**src/hdl/assert_macros.svh**
```systemverilog
// assertion macros included by the waiter core rtl file
`ifndef ASSERT_MACROS_SVH
`define ASSERT_MACROS_SVH

// same-cycle implication, checked on every clock after reset
`define MPSW_ASSERT_IMP(lbl, ante, cons) \
  lbl: assert property (@(posedge clk) disable iff (!rst_n) (ante) |-> (cons)) \
    else $error("assertion failed");

// next-cycle implication, checked on every clock after reset
`define MPSW_ASSERT_NXT(lbl, ante, cons) \
  lbl: assert property (@(posedge clk) disable iff (!rst_n) (ante) |=> (cons)) \
    else $error("assertion failed");

`endif

```
**src/hdl/mpsw_pkg.sv**
```systemverilog
// shared constants, codes and control structs of the pattern waiter
`timescale 1ns / 1ps

package mpsw_pkg;

  localparam int MAX_PATTERNS    = 4;
  localparam int MAX_PATTERN_LEN = 16;

  localparam int POS_W  = (MAX_PATTERN_LEN > 1) ? $clog2(MAX_PATTERN_LEN) : 1;
  localparam int LEN_W  = $clog2(MAX_PATTERN_LEN + 1);
  localparam int SLOT_W = 2;
  localparam int CPOS_W = 4;
  localparam int BYTE_W = 8;
  localparam int CNT_W  = 3;
  localparam int TMO_W  = 32;

  typedef enum logic [1:0] {
    OP_BYTE  = 2'd0,
    OP_TICK  = 2'd1,
    OP_LOAD  = 2'd2,
    OP_START = 2'd3
  } op_t;

  typedef enum logic [1:0] {
    ST_SEARCHING = 2'd0,
    ST_MATCHED   = 2'd1,
    ST_TIMEOUT   = 2'd2,
    ST_IDLE      = 2'd3
  } status_t;

  typedef enum logic [1:0] {
    REG_PATTERN_COUNT = 2'd0,
    REG_TIMEOUT_TICKS = 2'd1
  } reg_idx_t;

  typedef struct packed {
    logic              clr;
    logic              step;
    logic              load;
    logic              last;
    logic [POS_W-1:0]  pos;
    logic [BYTE_W-1:0] data;
  } lane_cmd_t;

  typedef struct packed {
    logic hit;
    logic done;
  } lane_stat_t;

  typedef struct packed {
    logic clr;
    logic tick;
  } tmr_cmd_t;

  typedef struct packed {
    logic expired;
    logic expired_tick;
  } tmr_stat_t;

endpackage

```
**src/hdl/mpsw_lane.sv**
```systemverilog
// one pattern lane: pattern store, length, progress counter and byte compare
`timescale 1ns / 1ps

module mpsw_lane (
  input  logic                 clk,
  input  logic                 rst_n,
  input  mpsw_pkg::lane_cmd_t  cmd,
  output mpsw_pkg::lane_stat_t stat
);

  logic [mpsw_pkg::BYTE_W-1:0] pat_r [mpsw_pkg::MAX_PATTERN_LEN];
  logic [mpsw_pkg::LEN_W-1:0]  len_r;
  logic [mpsw_pkg::POS_W-1:0]  prog_r;
  logic [mpsw_pkg::POS_W-1:0]  prog_nxt;
  logic [mpsw_pkg::LEN_W-1:0]  prog_ext;
  logic [mpsw_pkg::LEN_W-1:0]  prog_inc;
  logic                        hit;

  assign prog_ext = mpsw_pkg::LEN_W'(prog_r);
  assign prog_inc = prog_ext + mpsw_pkg::LEN_W'(1);
  assign hit      = (prog_ext < len_r) && (pat_r[prog_r] == cmd.data);

  assign stat.hit  = hit;
  assign stat.done = hit && (prog_inc == len_r);

  always_comb begin
    prog_nxt = prog_r;
    if (cmd.clr) begin
      prog_nxt = '0;
    end else if (cmd.step) begin
      // a mismatch drops back to the start without a second compare
      prog_nxt = hit ? prog_inc[mpsw_pkg::POS_W-1:0] : '0;
    end
  end

  always_ff @(posedge clk) begin
    if (!rst_n) begin
      prog_r <= '0;
    end else begin
      prog_r <= prog_nxt;
    end
  end

  always_ff @(posedge clk) begin
    if (cmd.load) begin
      pat_r[cmd.pos] <= cmd.data;
      if (cmd.last) begin
        len_r <= mpsw_pkg::LEN_W'(cmd.pos) + mpsw_pkg::LEN_W'(1);
      end
    end
  end

endmodule

```
**src/hdl/mpsw_timer.sv**
```systemverilog
// elapsed tick counter with saturation and timeout compare
`timescale 1ns / 1ps

module mpsw_timer (
  input  logic                       clk,
  input  logic                       rst_n,
  input  mpsw_pkg::tmr_cmd_t         cmd,
  input  logic [mpsw_pkg::TMO_W-1:0] timeout,
  output mpsw_pkg::tmr_stat_t        stat
);

  logic [mpsw_pkg::TMO_W-1:0] elapsed_r;
  logic [mpsw_pkg::TMO_W-1:0] elapsed_nxt;
  logic [mpsw_pkg::TMO_W-1:0] elapsed_inc;

  assign elapsed_inc = (&elapsed_r) ? elapsed_r : elapsed_r + mpsw_pkg::TMO_W'(1);

  assign stat.expired      = (|timeout) && (elapsed_r >= timeout);
  assign stat.expired_tick = (|timeout) && (elapsed_inc >= timeout);

  always_comb begin
    elapsed_nxt = elapsed_r;
    if (cmd.clr) begin
      elapsed_nxt = '0;
    end else if (cmd.tick) begin
      elapsed_nxt = elapsed_inc;
    end
  end

  always_ff @(posedge clk) begin
    if (!rst_n) begin
      elapsed_r <= '0;
    end else begin
      elapsed_r <= elapsed_nxt;
    end
  end

endmodule

```
**src/hdl/multi_pattern_stream_waiter_core.sv**
```systemverilog
// top level of the multi-pattern stream waiter
//
// in_*  : one transaction per item; in_tuser is the operation (byte, tick,
//         load, start), in_tdata the byte, slot and position, in_tlast
//         marks the final byte of a pattern being loaded.
// out_* : one transaction per item; out_tuser is the status (searching,
//         matched, timed out, not armed), out_tdata the matched slot.
// cfg_* : register writes (pattern count, timeout in ticks), always ready;
//         write only while no item is in flight.
// an item is captured in the input register and is worked out while it
// moves into the output register, which holds its result until taken.
// one item per cycle is sustained while out_tready stays high; the limit
// is the single compare pass over all pattern lanes between the registers.
// if the receiver stalls, the output register holds and the input register
// still takes one more item; then in_tready drops until out_tready returns.
// reset clears the armed flag, progress counters, elapsed ticks and both
// registers (pattern count 1, timeout 0); pattern storage is not cleared
// and must be loaded before a search.
`timescale 1ns / 1ps
`include "assert_macros.svh"

module multi_pattern_stream_waiter_core (
  input  logic        clk,
  input  logic        rst_n,
  input  logic        in_tvalid,
  output logic        in_tready,
  input  logic [15:0] in_tdata,  // data_byte[7:0], pattern_slot[9:8], char_position[13:10]
  input  logic [1:0]  in_tuser,  // operation[1:0]
  input  logic        in_tlast,
  output logic        out_tvalid,
  input  logic        out_tready,
  output logic [7:0]  out_tdata, // matched_slot[1:0]
  output logic [1:0]  out_tuser, // status[1:0]
  input  logic        cfg_valid,
  output logic        cfg_ready,
  input  logic [1:0]  cfg_index,
  input  logic [31:0] cfg_data
);

  localparam int NP = mpsw_pkg::MAX_PATTERNS;

  // configuration
  logic [mpsw_pkg::CNT_W-1:0] pat_count_r;
  logic [mpsw_pkg::TMO_W-1:0] timeout_r;

  // input register
  logic                          s1_valid_r;
  mpsw_pkg::op_t                 s1_op_r;
  logic [mpsw_pkg::BYTE_W-1:0]   s1_byte_r;
  logic [mpsw_pkg::SLOT_W-1:0]   s1_slot_r;
  logic [mpsw_pkg::CPOS_W-1:0]   s1_pos_r;
  logic                          s1_last_r;

  // output register
  logic                          out_valid_r;
  mpsw_pkg::status_t             out_status_r;
  mpsw_pkg::status_t             out_status_nxt;
  logic [mpsw_pkg::SLOT_W-1:0]   out_slot_r;
  logic [mpsw_pkg::SLOT_W-1:0]   out_slot_nxt;

  logic                          armed_r;
  logic                          armed_nxt;
  logic                          advance;

  mpsw_pkg::lane_cmd_t           lane_cmd  [NP];
  mpsw_pkg::lane_stat_t          lane_stat [NP];
  mpsw_pkg::tmr_cmd_t            tmr_cmd;
  mpsw_pkg::tmr_stat_t           tmr_stat;

  assign advance    = s1_valid_r && (!out_valid_r || out_tready);
  assign in_tready  = !s1_valid_r || advance;
  assign cfg_ready  = 1'b1;
  assign out_tvalid = out_valid_r;
  assign out_tuser  = out_status_r;
  assign out_tdata  = 8'(out_slot_r);

  always_ff @(posedge clk) begin
    if (!rst_n) begin
      pat_count_r <= mpsw_pkg::CNT_W'(1);
      timeout_r   <= '0;
    end else if (cfg_valid && cfg_ready) begin
      case (cfg_index)
        mpsw_pkg::REG_PATTERN_COUNT: pat_count_r <= cfg_data[mpsw_pkg::CNT_W-1:0];
        mpsw_pkg::REG_TIMEOUT_TICKS: timeout_r   <= cfg_data;
        default: ;
      endcase
    end
  end

  always_ff @(posedge clk) begin
    if (!rst_n) begin
      s1_valid_r <= 1'b0;
    end else if (in_tready) begin
      s1_valid_r <= in_tvalid;
    end
  end

  always_ff @(posedge clk) begin
    if (in_tready && in_tvalid) begin
      s1_op_r   <= mpsw_pkg::op_t'(in_tuser);
      s1_byte_r <= in_tdata[7:0];
      s1_slot_r <= in_tdata[9:8];
      s1_pos_r  <= in_tdata[13:10];
      s1_last_r <= in_tlast;
    end
  end

  // lane commands and the ordered match search
  always_comb begin
    logic stop;
    stop           = 1'b0;
    armed_nxt      = armed_r;
    out_status_nxt = armed_r ? mpsw_pkg::ST_SEARCHING : mpsw_pkg::ST_IDLE;
    out_slot_nxt   = '0;
    tmr_cmd.clr    = 1'b0;
    tmr_cmd.tick   = 1'b0;
    for (int i = 0; i < NP; i++) begin
      lane_cmd[i].clr  = 1'b0;
      lane_cmd[i].step = 1'b0;
      lane_cmd[i].load = 1'b0;
      lane_cmd[i].last = s1_last_r;
      lane_cmd[i].pos  = mpsw_pkg::POS_W'(s1_pos_r);
      lane_cmd[i].data = s1_byte_r;
    end
    if (advance) begin
      case (s1_op_r)
        mpsw_pkg::OP_START: begin
          for (int i = 0; i < NP; i++) begin
            lane_cmd[i].clr = 1'b1;
          end
          tmr_cmd.clr    = 1'b1;
          armed_nxt      = 1'b1;
          out_status_nxt = mpsw_pkg::ST_SEARCHING;
        end
        mpsw_pkg::OP_LOAD: begin
          for (int i = 0; i < NP; i++) begin
            lane_cmd[i].load = (int'(s1_slot_r) == i) &&
                               (int'(s1_pos_r) < mpsw_pkg::MAX_PATTERN_LEN);
          end
        end
        mpsw_pkg::OP_TICK: begin
          if (armed_r) begin
            tmr_cmd.tick = 1'b1;
            if (tmr_stat.expired_tick) begin
              armed_nxt      = 1'b0;
              out_status_nxt = mpsw_pkg::ST_TIMEOUT;
            end
          end
        end
        mpsw_pkg::OP_BYTE: begin
          if (armed_r) begin
            if (tmr_stat.expired) begin
              armed_nxt      = 1'b0;
              out_status_nxt = mpsw_pkg::ST_TIMEOUT;
            end else begin
              // lanes past the first completed one keep their counters
              for (int i = 0; i < NP; i++) begin
                if (i < int'(pat_count_r) && !stop) begin
                  lane_cmd[i].step = 1'b1;
                  if (lane_stat[i].done) begin
                    stop           = 1'b1;
                    armed_nxt      = 1'b0;
                    out_status_nxt = mpsw_pkg::ST_MATCHED;
                    out_slot_nxt   = mpsw_pkg::SLOT_W'(i);
                  end
                end
              end
            end
          end
        end
        default: ;
      endcase
    end
  end

  for (genvar g = 0; g < NP; g++) begin : g_lane
    mpsw_lane u_lane (
      .clk  (clk),
      .rst_n(rst_n),
      .cmd  (lane_cmd[g]),
      .stat (lane_stat[g])
    );
  end

  mpsw_timer u_timer (
    .clk    (clk),
    .rst_n  (rst_n),
    .cmd    (tmr_cmd),
    .timeout(timeout_r),
    .stat   (tmr_stat)
  );

  always_ff @(posedge clk) begin
    if (!rst_n) begin
      armed_r     <= 1'b0;
      out_valid_r <= 1'b0;
    end else begin
      armed_r <= armed_nxt;
      if (advance) begin
        out_valid_r <= 1'b1;
      end else if (out_tready) begin
        out_valid_r <= 1'b0;
      end
    end
  end

  always_ff @(posedge clk) begin
    if (advance) begin
      out_status_r <= out_status_nxt;
      out_slot_r   <= out_slot_nxt;
    end
  end

  `MPSW_ASSERT_NXT(a_start_arms, advance && s1_op_r == mpsw_pkg::OP_START, armed_r)
  `MPSW_ASSERT_IMP(a_slot_only_on_match,
                   out_valid_r && out_status_r != mpsw_pkg::ST_MATCHED, out_slot_r == '0)
  `MPSW_ASSERT_IMP(a_stall_only_when_full, !in_tready,
                   s1_valid_r && out_valid_r && !out_tready)
  `MPSW_ASSERT_NXT(a_result_ends_wait,
                   advance && (out_status_nxt == mpsw_pkg::ST_MATCHED ||
                               out_status_nxt == mpsw_pkg::ST_TIMEOUT), !armed_r)

endmodule
```
**config.mk**
```make
export PLATFORM = sky130hd
export DESIGN_NAME = multi_pattern_stream_waiter_core
export DESIGN_NICKNAME = d
export VERILOG_FILES = /design/src/hdl/mpsw_pkg.sv /design/src/hdl/mpsw_lane.sv /design/src/hdl/mpsw_timer.sv /design/src/hdl/multi_pattern_stream_waiter_core.sv
export VERILOG_INCLUDE_DIRS = /design/src /design/src/hdl
export SDC_FILE = /design/constraint.sdc
export NUM_CORES = 1
export LEC_CHECK = 0
export ABC_AREA = 0
export BUFFER_PORTS_ARGS = -buffer_cell sky130_fd_sc_hd__buf_2
export CAP_MARGIN = 10
export CORE_ASPECT_RATIO = 2
export CORE_UTILIZATION = 56
export CTS_CLUSTER_SIZE = 25
export DETAILED_ROUTE_END_ITERATION = 8
export PLACE_DENSITY = 0.75
export SYNTH_ARGS = -nofsm -noshare
export SYNTH_HDL_FRONTEND = slang
export SYNTH_SLANG_ARGS = --single-unit
```
**constraint.sdc**
```tcl
create_clock -name clk -period 4.17 [get_ports clk]
set_input_delay 0.2085 -clock clk [delete_from_list [all_inputs] [get_ports clk]]
set_output_delay 0.2085 -clock clk [all_outputs]
set_load 0.01 [all_outputs]
```
Word-level counts from Yosys, hierarchy flattened
Memories as Yosys holds them, arrays and structs flattened. A register that Yosys moved wholly into a read port is not among the register bits.
Cells that the tools add are included.
{ "totals": {"register_bits": 127, "latch_bits": 0, "mem_bits_rw": 512, "mem_bits_ro": 0, "in_bits": 58, "out_inout_bits": 13, "word_cells": 203, "n_memories": 4} }
{ "mem_list": {"columns": ["memory", "depth", "width", "read_ports", "rd_ports_with_merged_regs", "wr", "line", "source"], "rows": [
  ["g_lane[0].u_lane.pat_r", 16, 8, 1, 1, 1, "mpsw_lane.sv:11", "logic [mpsw_pkg::BYTE_W-1:0] pat_r [mpsw_pkg::MAX_PATTERN_LEN];"],
  ["g_lane[1].u_lane.pat_r", 16, 8, 1, 1, 1, "mpsw_lane.sv:11", null],
  ["g_lane[2].u_lane.pat_r", 16, 8, 1, 1, 1, "mpsw_lane.sv:11", null],
  ["g_lane[3].u_lane.pat_r", 16, 8, 1, 1, 1, "mpsw_lane.sv:11", null]
]} }
{ "classes": {"add_sub_neg": 6, "n_mul": 0, "n_div": 0, "magnitude_cmp": 10, "n_eq_ne": 15, "n_shift": 0, "muxes": 102, "n_bitwise": 3, "n_reduce_logical": 42} }
{ "ops": {"columns": ["cell", "n"], "rows": [
  ["$mux 1", 65],
  ["$ge 32x32->1", 2],
  ["$mux 4", 12],
  ["$mux 2", 18],
  ["$add 32x1->32 const B", 1],
  ["$eq 8x8->1", 4],
  ["$mux 32", 1],
  ["$reduce_and 32->1", 1],
  ["$reduce_or 32->1", 1],
  ["$add 4x1->5 const B", 5],
  ["$eq 5x5->1", 4],
  ["$lt 4x5->1", 4],
  ["$logic_and 1x1->1", 15],
  ["$reduce_and 2->1", 7],
  ["$mux 3", 4],
  ["$reduce_or 2->1", 5],
  ["$eq 2x2->1 const B", 4],
  ["$eq 2x1->1 const B", 3],
  ["$logic_not 2->1", 3],
  ["$lt 1x3->1 const A", 2],
  ["$lt 2x3->1 const A", 2],
  ["$pmux 2 s3", 1],
  ["$logic_not 1->1", 5],
  ["$not 1->1", 3],
  ["other kinds (5)", 6]
]} }

Depth between registers and ports, before layout
Gate-level depths: netlist (run 1).
{ "logic_depth": {"depth_word": 32, "ltp_mapped": 19, "depth_no_buf": 17} }

Cells and area by module
Synthesis (run 1) repeated with hierarchy kept, for this count alone.
{ "unflattened": {"cells_unflattened": 2027, "hier_area_um2": 29674.7} }
{ "by_module_without_submodules": {"columns": ["mod", "n_inst", "cells_each", "area_each_um2", "seq_area_each_um2"], "rows": [
  ["mpsw_lane (g_lane[0].u_lane ...)", 3, 332, 5929.4, 4154.0],
  ["mpsw_lane (g_lane[1].u_lane)", 1, 304, 5824.3, 4154.0],
  ["mpsw_timer", 1, 489, 3789.9, 640.6],
  ["multi_pattern_stream_waiter_core", 1, 238, 2272.2, 1391.3]
]} }

Worst setup path before layout (run 1)
OpenSTA, ideal clock, no wires.
{ "synth_path": {"path_type": "reg2reg", "from": "reg u_timer.elapsed_r[13] in the netlist's numbering", "to": "reg out_status_r[1] (netlist: out_tuser[1]), data pin", "setup_ps": 259, "arrival_ps": 3613, "required_time_ps": 3911, "slack_ps": 298, "stages_incl_launch_ff": 18, "n_path_buf": 2, "period_less_slack_ps": 3872, "cell_sequence": "dfxtp_1 -> clkbuf_1 -> and4_1 -> nand4_1 -> or4_1 -> clkbuf_1 -> nand2_1 -> nor2_1 -> xor2_1 -> ha_1 -> a21o_1 -> a21o_1 -> a211oi_1 -> o211a_1 -> o31ai_1 -> a211o_1 -> a31oi_1 -> nor2_1"} }
{ "synth_between": {"elab_chain_cells": 7, "word_cells_on_any_way": 12, "classes_between": "add/sub: 1; order compare: 2; mux: 6; reduce/logical: 3"} }
{ "synth_rtl": {"columns": ["element", "line", "source"], "rows": [
  ["from (decl)", "mpsw_timer.sv:12", "logic [mpsw_pkg::TMO_W-1:0] elapsed_r;"],
  ["from (signal assigned)", "mpsw_timer.sv:34", "elapsed_r <= elapsed_nxt;"],
  ["$add 32x1->32 / $reduce_and 32->1 (equally long branches)", "mpsw_timer.sv:16", "assign elapsed_inc = (&elapsed_r) ? elapsed_r : elapsed_r + mpsw_pkg::TMO_W'(1);"],
  ["$mux 32 *", "mpsw_timer.sv:16", null],
  ["via u_timer.elapsed_inc, one bit", "mpsw_timer.sv:14", "logic [mpsw_pkg::TMO_W-1:0] elapsed_inc;"],
  ["$ge 32x32->1 *", "mpsw_timer.sv:19", "assign stat.expired_tick = (|timeout) && (elapsed_inc >= timeout);"],
  ["$logic_and 1x1->1 *", "mpsw_timer.sv:19", null],
  ["$mux 2 *", "multi_pattern_stream_waiter_core.sv:144", "if (tmr_stat.expired_tick) begin"],
  ["$mux 2 *", "multi_pattern_stream_waiter_core.sv:142", "if (armed_r) begin"],
  ["$pmux 2 s3 *", "multi_pattern_stream_waiter_core.sv:126", "case (s1_op_r)"],
  ["via out_status_nxt[1]", "multi_pattern_stream_waiter_core.sv:57", "mpsw_pkg::status_t out_status_nxt;"],
  ["to (signal assigned)", "multi_pattern_stream_waiter_core.sv:209", "out_status_r <= out_status_nxt;"],
  ["to (decl)", "multi_pattern_stream_waiter_core.sv:56", "mpsw_pkg::status_t out_status_r;"]
]} }
Mark *: on every way through the listed nets, which the timed path passes. The rest lies on a longest branch.
A chain may end at the register's enable or synchronous reset.

Final worst setup path (run 1)
{ "layout_path": {"from": "reg u_timer.elapsed_r[1] in the netlist's numbering", "to": "reg out_status_r[1] (netlist: out_tuser[1]), data pin"} }
The elaborated chain is that of the path after synthesis.

==> flow_summary.toml, run 1 <==
[timing]
hold-worst-slack_ns = 0.04188
report.final.hold_viol_count = 0
worstMarginPinSlew_ns = 1.178
drv_slew = 0
setup_viol = 0
fin_setup_tns_ns = 0
fin_worst_skew_ns = 0.02446
relSlewSlack_pct = 21.48
timing.fmax_ghz = 0.2525
rsz0062_at_grt = "no"
fin_crit_sh_pct = 94.98
finalWorstSetupSlack_ns = 0.2091
final.min_clock_period_ns = 3.961

[global_routing]
grt_antenna_before_repair = 0
grt_overflow = 0
track_usage_pct = 26.55
grt_pass1_vias = 18260
grt_max_degree = 44
grt_pass1_wl_um = 103000

[finish]
area_growth_pct = 14.66
nets = 2325
ff_latch_area_sq_um = 18650
multi_input_area_sq_um = 9445
fin_area_sq_um = 32940
fillers = 3495
antennaDiodeCount = 0
drive_gt1_share_pct = 19.22

[power_and_ir_drop]
irDropWorstVdd_uv = 328.0
power.density_nw_per_um2 = 384.5
p_leak_nw = 11.01

[routing]
routed-via-count = 17280
dr.pass1.iters = 5
routedWlPerCell_um = 23.50
drt_iter0_drc = 1269
wl_um = 67590
vias_per_cell = 6.009
drtAntennaViolNets = 0
drc = 0

[logic_synthesis]
synth_edf_count = 553
async_flop_share_pct = 0
synth_flop_cell = "edfxtp_1"
synth_seq_cells = 655
ys_warn_count = 0
synthCells = 1951
synth_area_sq_um = 28730
syn_area_per_cell_sq_um = 14.73
seq_area_frac_synth_pct = 64.91
synth_cell_types = 68

[worst_setup_path]
path_cells = "ha_1 > nand3_1 > or4_1 > nand2_1 > nor2_1 > xor2_1 > ha_1 > a21o_1 > a21o_1 > a211oi_1 > buf_4 > o211a_1 > o31ai_1 > a211o_1 > a31oi_2 > nor2_1"
critPathMaxStageDelay_ns = 0.57
cp_max_fo = 5
crit_buf_inv = 1
cp.required_ns = 4.52
path_depth = 16
arrival_ns = 4.31
cp_top_family = "compound AO/OA/AOI/OAI gates"
path_class = "reg -> reg"
start_kind = "flop"
endpoint_kind = "flop"
cp_slowest_cell = "or4_1"
r2r_cells = 16

[placement]
pre_cts_slack_ns = 0.1580
port_buffers = 61
post_dp_cell_area_sq_um = 30630
gp_congestion = 0.9268
hpwl_um = 47630

[clocking]
postCtsSetupBuffers = 0
cts-root-buf = "clkbuf_16"
clk_latency_ns = 0.60
cts_buffer_depth = 3
cts_buffers = 53
cts_sinks = 655
h-tree-depth = 2
clkTransAtPathRegs_ns = 0.07
cts_tree = "done"

[floorplanning]
die_h_um = 322.3
initial_utilization_pct = 56.56
num_rows = 117
die_area_sq_um = 52270
dieWidth_um = 162.2
io-pin-count = 71
fp.coreArea_sq_um = 50800

[min_path]
hold_class = "in -> reg"
whs_path_depth = 4

[status]
status = "finished clean"

[flow_run]
drv_cap = 0
## final timing paths
path	startpoint	end	slack (ns)
max	u_timer.elapsed_r[1]	out_tuser[1]	0.21
min	cfg_index[1]	pat_count_r[2]	0.04
max reg2reg	u_timer.elapsed_r[1]	out_tuser[1]	0.21
min reg2reg	timeout_r[25]	timeout_r[25]	0.48
## registers in the layout, summed over array words and instances, names as in the netlist, 2 cells and up, named ones only
signal / count
s1_slot_r: 2
out_slot_r: 2
pat_count_r: 3
g_lane.u_lane.pat_r: 512
s1_pos_r: 4
s1_op_r: 2
timeout_r: 32
s1_byte_r: 8
u_timer.elapsed_r: 32
out_tuser: 2
g_lane.u_lane.len_r: 20
g_lane.u_lane.prog_r: 16
## logic make-up (layout without fill, tap and decap cells)
| logic type | after synthesis | in the layout | share of synthesized area, % |
|---|---|---|---|
| buf+inv | 160 | 426 | 2.387 |
| simple gates | 510 | 510 | 8.553 |
| mux | 210 | 210 | 12.15 |
| other cells | 2 | 7 | 0.02614 |
| fa+ha+maj | 89 | 89 | 3.876 |
| flops | 655 | 655 | 64.91 |
| compound gates | 214 | 214 | 4.712 |
| xor+xnor | 111 | 111 | 3.384 |
## layer usage
metal	vias to the layer above	global-route usage [%]	part of all wire (%)
met1	8658	27.14	34
met5	-	0	0
met4	0	17.71	7.1
met3	230	3.125	4.0
met2	562	49.99	55
li1	7832	-	-
## tightest hold or removal path: stages
cell	delay, ns
buf_2	0.09
nor3b_1	0.10
mux2i_1	0.14
nor2_1	0.07
## cell usage after synthesis, types with 8 or more instances
master | count | area [sq um]
a21o_1 | 15 | 112.6
a21oi_1 | 83 | 415.4
a31oi_1 | 8 | 50.05
and2_1 | 10 | 62.56
and3_1 | 8 | 50.05
and4_1 | 8 | 70.07
buf_1 | 11 | 41.29
buf_2 | 20 | 100.1
buf_4 | 10 | 75.07
clkbuf_1 | 49 | 183.9
dfxtp_1 | 102 | 2042
edfxtp_1 | 553 | 16610
ha_1 | 89 | 1114
inv_1 | 67 | 251.5
mux2_2 | 11 | 123.9
mux2i_1 | 89 | 890.9
mux4_2 | 110 | 2477
nand2_1 | 142 | 533.0
nand2b_1 | 14 | 87.58
nand3_1 | 35 | 175.2
nand4_1 | 30 | 187.7
nor2_1 | 153 | 574.3
nor2b_1 | 23 | 143.9
nor3_1 | 20 | 100.1
nor3b_1 | 10 | 75.07
nor4_1 | 15 | 93.84
o21a_1 | 8 | 60.06
o21ai_0 | 38 | 190.2
or3_1 | 16 | 100.1
xnor2_1 | 63 | 551.8
xor2_1 | 48 | 420.4
## timing repair
action	4_1_cts	5_1_grt
endpoints found under the setup margin	0	2
hold buffers	54	0
resized for setup	0	5
endpoints found under the hold margin	54	0
## power by group
group	leakage [nW]	switching [mW]	internal [mW]	total, mW
Combinational	4.33	0.265	0.160	0.425
Clock	0.859	2.28	2.79	5.07
Sequential	5.82	0.0555	7.12	7.18
## cells in the final DEF, fill, tap and decap left out, drive strengths merged, types with 8 or more instances in the layout
cell and count:
nand4 30, nand3 35, edfxtp 553, clkbuf 67, and2 11, o21ai 38
nor2 153, nand2b 14, clkinv 21, a21oi 83, nor2b 23, nor3 20
o21a 8, xor2 48, mux4 110, nand2 142, or3 16, and3 8
ha 89, a31oi 8, nor3b 10, nor4 15, mux2i 89, dlygate4sd3 54
a21o 15, dfxtp 102, inv 69, xnor2 63, buf 206, mux2 11
and4 8
## cell type report
type / count / area share (%)
clock inverter: 32 / 0.9191
clock buffer: 67 / 4.406
inverter: 67 / 0.7634
tap: 654 / 2.484
timing repair buffer: 260 / 6.138
sequential: 655 / 56.62
multi-input combinational: 1141 / 28.67
## through the flow
stage                     power, mW  utilization, %  std cells
after CTS                     12.73           64.81       2876
final                         12.67           64.85       2876
after floorplan               7.507               -       1956
after global routing          13.00           64.85       2876
after detailed placement      7.694           60.30       2723
after global placement        7.677           60.30       2723
Note: power is estimated with default switching activity, not from simulation.
==> inputs of run 2 (changes only) <==
- BUFFER_PORTS_ARGS: -buffer_cell sky130_fd_sc_hd__buf_2 -> -buffer_cell sky130_fd_sc_hd__buf_4
==> flow_summary.toml, run 2 (synthesized netlist as in run 1, its figures left out) <==
[finish]
layout_common_cells = "edfxtp_1 (553), buf_4 (204), nor2_1 (153), nand2_1 (142), mux4_2 (110)"
largest_register_ffs = 512
top_register = "g_lane.u_lane.pat_r"
reg_top3 = "g_lane.u_lane.pat_r (512), timeout_r (32), u_timer.elapsed_r (32)"
final_common_cell = "edfxtp_1"
drive_gt1_share_pct = 19.39
nets = 2329
fin_area_sq_um = 33130
fin_util_pct = 65.22
area_growth_pct = 15.31
antennaDiodeCount = 0

[clocking]
cts-root-buf = "clkbuf_16"
cts_sinks = 655
postCtsSetupBuffers = 0
clkTransAtPathRegs_ns = 0.07
cts_buffers = 54
cts_tree = "done"
cts_buffer_depth = 3
clk_latency_ns = 0.62
h-tree-depth = 2

[floorplanning]
die_area_sq_um = 52270
initial_utilization_pct = 56.56
num_rows = 117
dieWidth_um = 162.2
io-pin-count = 71
die_h_um = 322.3
fp.coreArea_sq_um = 50800

[routing]
dr.pass1.iters = 7
vias_per_cell = 6.038
routedWlPerCell_um = 24.07
drc = 0
wl_um = 69380
drtAntennaViolNets = 0
drt_iter0_drc = 1417
routed-via-count = 17400

[global_routing]
track_usage_pct = 27.26
grt_pass1_wl_um = 104100
grt_max_degree = 39
grt_pass1_vias = 18340
grt_overflow = 0
grt_antenna_before_repair = 0

[worst_setup_path]
critPathMaxStageDelay_ns = 0.56
cp_top_family = "compound AO/OA/AOI/OAI gates"
rrSetupSlack_ns = 0.16
endpoint_kind = "flop"
regToRegEndpoint = "out_tuser[1]"
timing.rr.start = "u_timer.elapsed_r[28]"
cp_max_fo = 6
start_kind = "flop"
cp_slowest_cell = "or4_1"
arrival_ns = 4.36
path_class = "reg -> reg"
cp.required_ns = 4.53
crit_buf_inv = 2
path_cells = "and3_2 > nand4_1 > buf_4 > or4_1 > buf_4 > nand2b_1 > nor2_1 > xor2_1 > ha_1 > a21o_1 > a21o_1 > a21oi_1 > o211a_1 > o31ai_2 > a211o_1 > a31oi_2 > nor2_1"
r2r_cells = 17

[timing]
drv_slew = 0
report.final.hold_viol_count = 0
relSlewSlack_pct = 30.59
fin_crit_sh_pct = 96.07
worstMarginPinSlew_ns = 1.041
fin_setup_tns_ns = 0
fin_worst_skew_ns = 0.03041
final.min_clock_period_ns = 4.006
finalWorstSetupSlack_ns = 0.1640
setup_viol = 0
timing.fmax_ghz = 0.2496
rsz0062_at_grt = "no"

[power_and_ir_drop]
irDropWorstVdd_uv = 357.3
total_power_mw = 12.77
power.density_nw_per_um2 = 385.4
p_leak_nw = 11.06

[flow_run]
drv_cap = 0

[min_path]
hold_path_end = "pat_count_r[1]"
hold_class = "in -> reg"
hp-start = "cfg_index[1]"
whs_path_depth = 4

[placement]
gp_congestion = 0.9466
post_dp_cell_area_sq_um = 30780
hpwl_um = 49430
pre_cts_slack_ns = 0.1500
port_buffers = 61

[status]
status = "finished clean"
[run 2: cell count changes in the layout (fill, tap and decap cells not counted), moves of 2 or more]
| cell | previous run | this run |
|---|---|---|
| buf_12 | 7 | 5 |
| buf_2 | 61 | 0 |
| buf_4 | 138 | 204 |
| clkbuf_1 | 9 | 5 |
| clkbuf_8 | 3 | 0 |
| clkinv_1 | 6 | 12 |
| clkinv_2 | 13 | 8 |
| clkinvlp_4 | 4 | 7 |
| inv_6 | 2 | 5 |
[run 2: per-layer routing]
metal	part of all wire, %	global-route usage (%)	vias to the layer above
met5	0	0	-
met4	7.6	18.78	0
met3	4.3	3.047	250
met2	56	52.58	637
met1	33	26.55	8668
li1	-	-	7846
[run 2: cell type report]
| cell class | instances | area (sq um) |
|---|---|---|
| Clock inverter | 43 | 409.1 |
| Clock buffer | 59 | 1370 |
| Timing Repair Buffer | 263 | 2172 |
| Tap cell | 654 | 818.3 |
| Fill cell | 3447 | 17670 |
| Sequential cell | 655 | 18650 |
| Multi-Input combinational cell | 1141 | 9455 |
| Inverter | 67 | 251.5 |
[run 2: where the power goes]
part	total (mW)	internal [mW]	leakage (nW)	switching (mW)
clock network	5.14	2.77	0.849	2.37
registers	7.18	7.12	5.82	0.0566
logic	0.453	0.181	4.39	0.272
total	12.8	10.1	11.1	2.69
[run 2: stage by stage]
step / instances / hold slack, ns
floorplan: 1956 / 0.2704
global placement: 2726 / 0.3866
detailed placement: 2726 / 0.3880
CTS: 2882 / 0.01397
global route: 2882 / 0.06733
finish: 2882 / 0.03526
[run 2: how the worst max path moves through the flow]
stage,from,to,cells past startpoint
global placement,u_timer.elapsed_r[28],out_tuser[1],18
global route,u_timer.elapsed_r[28],out_tuser[1],17
floorplan,u_timer.elapsed_r[13],out_tuser[1],17
CTS,u_timer.elapsed_r[28],out_tuser[1],17
finish,u_timer.elapsed_r[28],out_tuser[1],17
detailed placement,u_timer.elapsed_r[27],out_tuser[1],17
[run 2: timing repair]
| action | in CTS | in global routing |
|---|---|---|
| hold buffers | 54 | 0 |
| resized for setup | 0 | 6 |
| endpoints found under the hold margin | 54 | 0 |
| endpoints found under the setup margin | 0 | 2 |
[run 2: worst register-to-register path: stages, from the launching register on]
cell	delay [ns]
dfxtp_1	0.33
and3_2	0.24
nand4_1	0.11
buf_4	0.17
or4_1	0.56
buf_4	0.19
nand2b_1	0.13
nor2_1	0.06
xor2_1	0.14
ha_1	0.30
a21o_1	0.19
a21o_1	0.18
a21oi_1	0.22
o211a_1	0.19
o31ai_2	0.13
a211o_1	0.32
a31oi_2	0.23
nor2_1	0.07
==> inputs of run 3 (changes only) <==
==> constraint.sdc (replaced) <==
create_clock -name clk -period 4.17 [get_ports clk]
set_input_delay 1.251 -clock clk [delete_from_list [all_inputs] [get_ports clk]]
set_output_delay 1.251 -clock clk [all_outputs]
set_load 0.01 [all_outputs]
==> flow_summary.toml, run 3 (synthesized netlist as in run 1, its figures left out) <==
[status]
status = "finished clean"

[worst_setup_path]
critPathCapture = "out_tuser[1]"
cp_max_fo = 5
cp-startpoint = "u_timer.elapsed_r[28]"
endpoint_kind = "flop"
start_kind = "flop"
path_class = "reg -> reg"
arrival_ns = 4.36
regToRegEndpoint = "out_tuser[1]"
timing.rr.start = "u_timer.elapsed_r[28]"
rrSetupSlack_ns = 0.15
cp.required_ns = 4.51
r2r_cells = 16

[min_path]
hp-start = "timeout_r[26]"
hold_class = "reg -> reg"

[routing]
routedWlPerCell_um = 24.29
routed-via-count = 17170
drc = 0
drt_iter0_drc = 1431
vias_per_cell = 6.047
dr.pass1.iters = 6
wl_um = 68980
drtAntennaViolNets = 0

[finish]
area_growth_pct = 13.64
fin_area_sq_um = 32650
ff_latch_area_sq_um = 18650
fin_util_pct = 64.27
reg_top3 = "g_lane.u_lane.pat_r (512), timeout_r (32), u_timer.elapsed_r (32)"
final_common_cell = "edfxtp_1"
antennaDiodeCount = 0
layout_common_cells = "edfxtp_1 (553), buf_4 (221), nor2_1 (153), nand2_1 (142), mux4_2 (110)"
nets = 2293
largest_register_ffs = 512
fillers = 3591
drive_gt1_share_pct = 19.72
top_register = "g_lane.u_lane.pat_r"
multi_input_area_sq_um = 9437

[power_and_ir_drop]
total_power_mw = 12.58
power.density_nw_per_um2 = 385.2
p_leak_nw = 10.91
irDropWorstVdd_uv = 418.7

[timing]
final.min_clock_period_ns = 4.019
worstMarginPinSlew_ns = 1.214
rsz0062_at_grt = "no"
relSlewSlack_pct = 19.08
timing.fmax_ghz = 0.2488
drv_slew = 0
setup_viol = 0
fin_crit_sh_pct = 96.39
fin_worst_skew_ns = 0.01627
report.final.hold_viol_count = 0

[clocking]
cts_buffer_depth = 3
cts_sinks = 655
cts_buffers = 53
cts_tree = "done"
clkTransAtPathRegs_ns = 0.07
clk_latency_ns = 0.60
cts-root-buf = "clkbuf_16"
cts_hold_buf = 0
h-tree-depth = 2

[floorplanning]
io-pin-count = 71
die_h_um = 322.3
die_area_sq_um = 52270
num_rows = 117
initial_utilization_pct = 56.56
fp.coreArea_sq_um = 50800
dieWidth_um = 162.2

[global_routing]
track_usage_pct = 27.11
grt_max_degree = 61
grt_pass1_wl_um = 103700
grt_antenna_before_repair = 0
grt_overflow = 0
grt_pass1_vias = 18320

[flow_run]
drv_cap = 0

[placement]
gp_congestion = 0.9266
post_dp_cell_area_sq_um = 30940
port_buffers = 61
hpwl_um = 48860
## run 3: cell types whose count changed in the layout (fill, tap and decap cells not counted), sizes merged
| cell | delta |
|---|---|
| clkbuf | +6 |
| clkinvlp | -7 |
| inv | -2 |
| dlygate4sd3 | -54 |
| bufinv | -1 |
| clkinv | -3 |
| buf | +19 |
## run 3: worst min path at each step
stage               cells past startpoint  slack [ns]             to
finish                                  2        0.48  timeout_r[26]
global route                            2        0.50  timeout_r[16]
CTS                                     2        0.48   timeout_r[5]
detailed placement                      2        0.47   timeout_r[5]
global placement                        2        0.46  timeout_r[19]
floorplan                               2        0.45  timeout_r[11]
## run 3: worst max-delay path: stages (launching register included)
cell and delay [ns]:
dfxtp_1 0.34, and3_1 0.25, nand4_1 0.11, buf_4 0.18
or4_1 0.56, nand2_1 0.16, nor2_1 0.09, xor2_1 0.16
ha_1 0.29, a21o_1 0.16, a21o_1 0.19, a211oi_2 0.27
o211a_1 0.18, o31ai_1 0.19, a211o_1 0.31, a31oi_1 0.25
nor2_1 0.09
## run 3: metrics by stage
step                cells  hold slack, ns  setup WS [ns]    TNS, ns
floorplan            1956          0.4490         0.2980          0
global route         2840          0.5022       0.003314          0
global placement     2744          0.4623        0.06493          0
detailed placement   2744          0.4732      -0.001936  -0.001936
CTS                  2840          0.4832         0.1414          0
finish               2840          0.4826         0.1507          0
## run 3: cell type report
class                   count  share of cell area [%]
clock buffers              65                   4.331
clock inverters            30                  0.8470
inverters                  67                  0.7703
multi-input cells        1141                   28.90
flip-flops and latches    655                   57.13
well taps                 654                   2.506
repair buffers            228                   5.511
## run 3: power by group
part / total, mW / switching (mW) / internal (mW)
logic: 0.415 / 0.264 / 0.151
clock network: 4.99 / 2.27 / 2.72
registers: 7.17 / 0.0546 / 7.12
## run 3: per-layer routing
metal  vias to the layer above  wire length (um)  track usage (%)  part of all wire, %
met4                         0              5509            20.06                  8.0
met2                       573             37990            51.64                   55
met3                       208              2572            2.880                  3.7
li1                       7768                 -                -                    -
met5                         -                 0                0                    0
met1                      8625             22910            26.54                   33
## run 3: repair_timing
action | CTS | global route
gates resized for setup | 0 | 2
buffers inserted | 1 | 0
pin swaps | 1 | 0
cloned | 0 | 0
endpoints found under the setup margin | 1 | 2
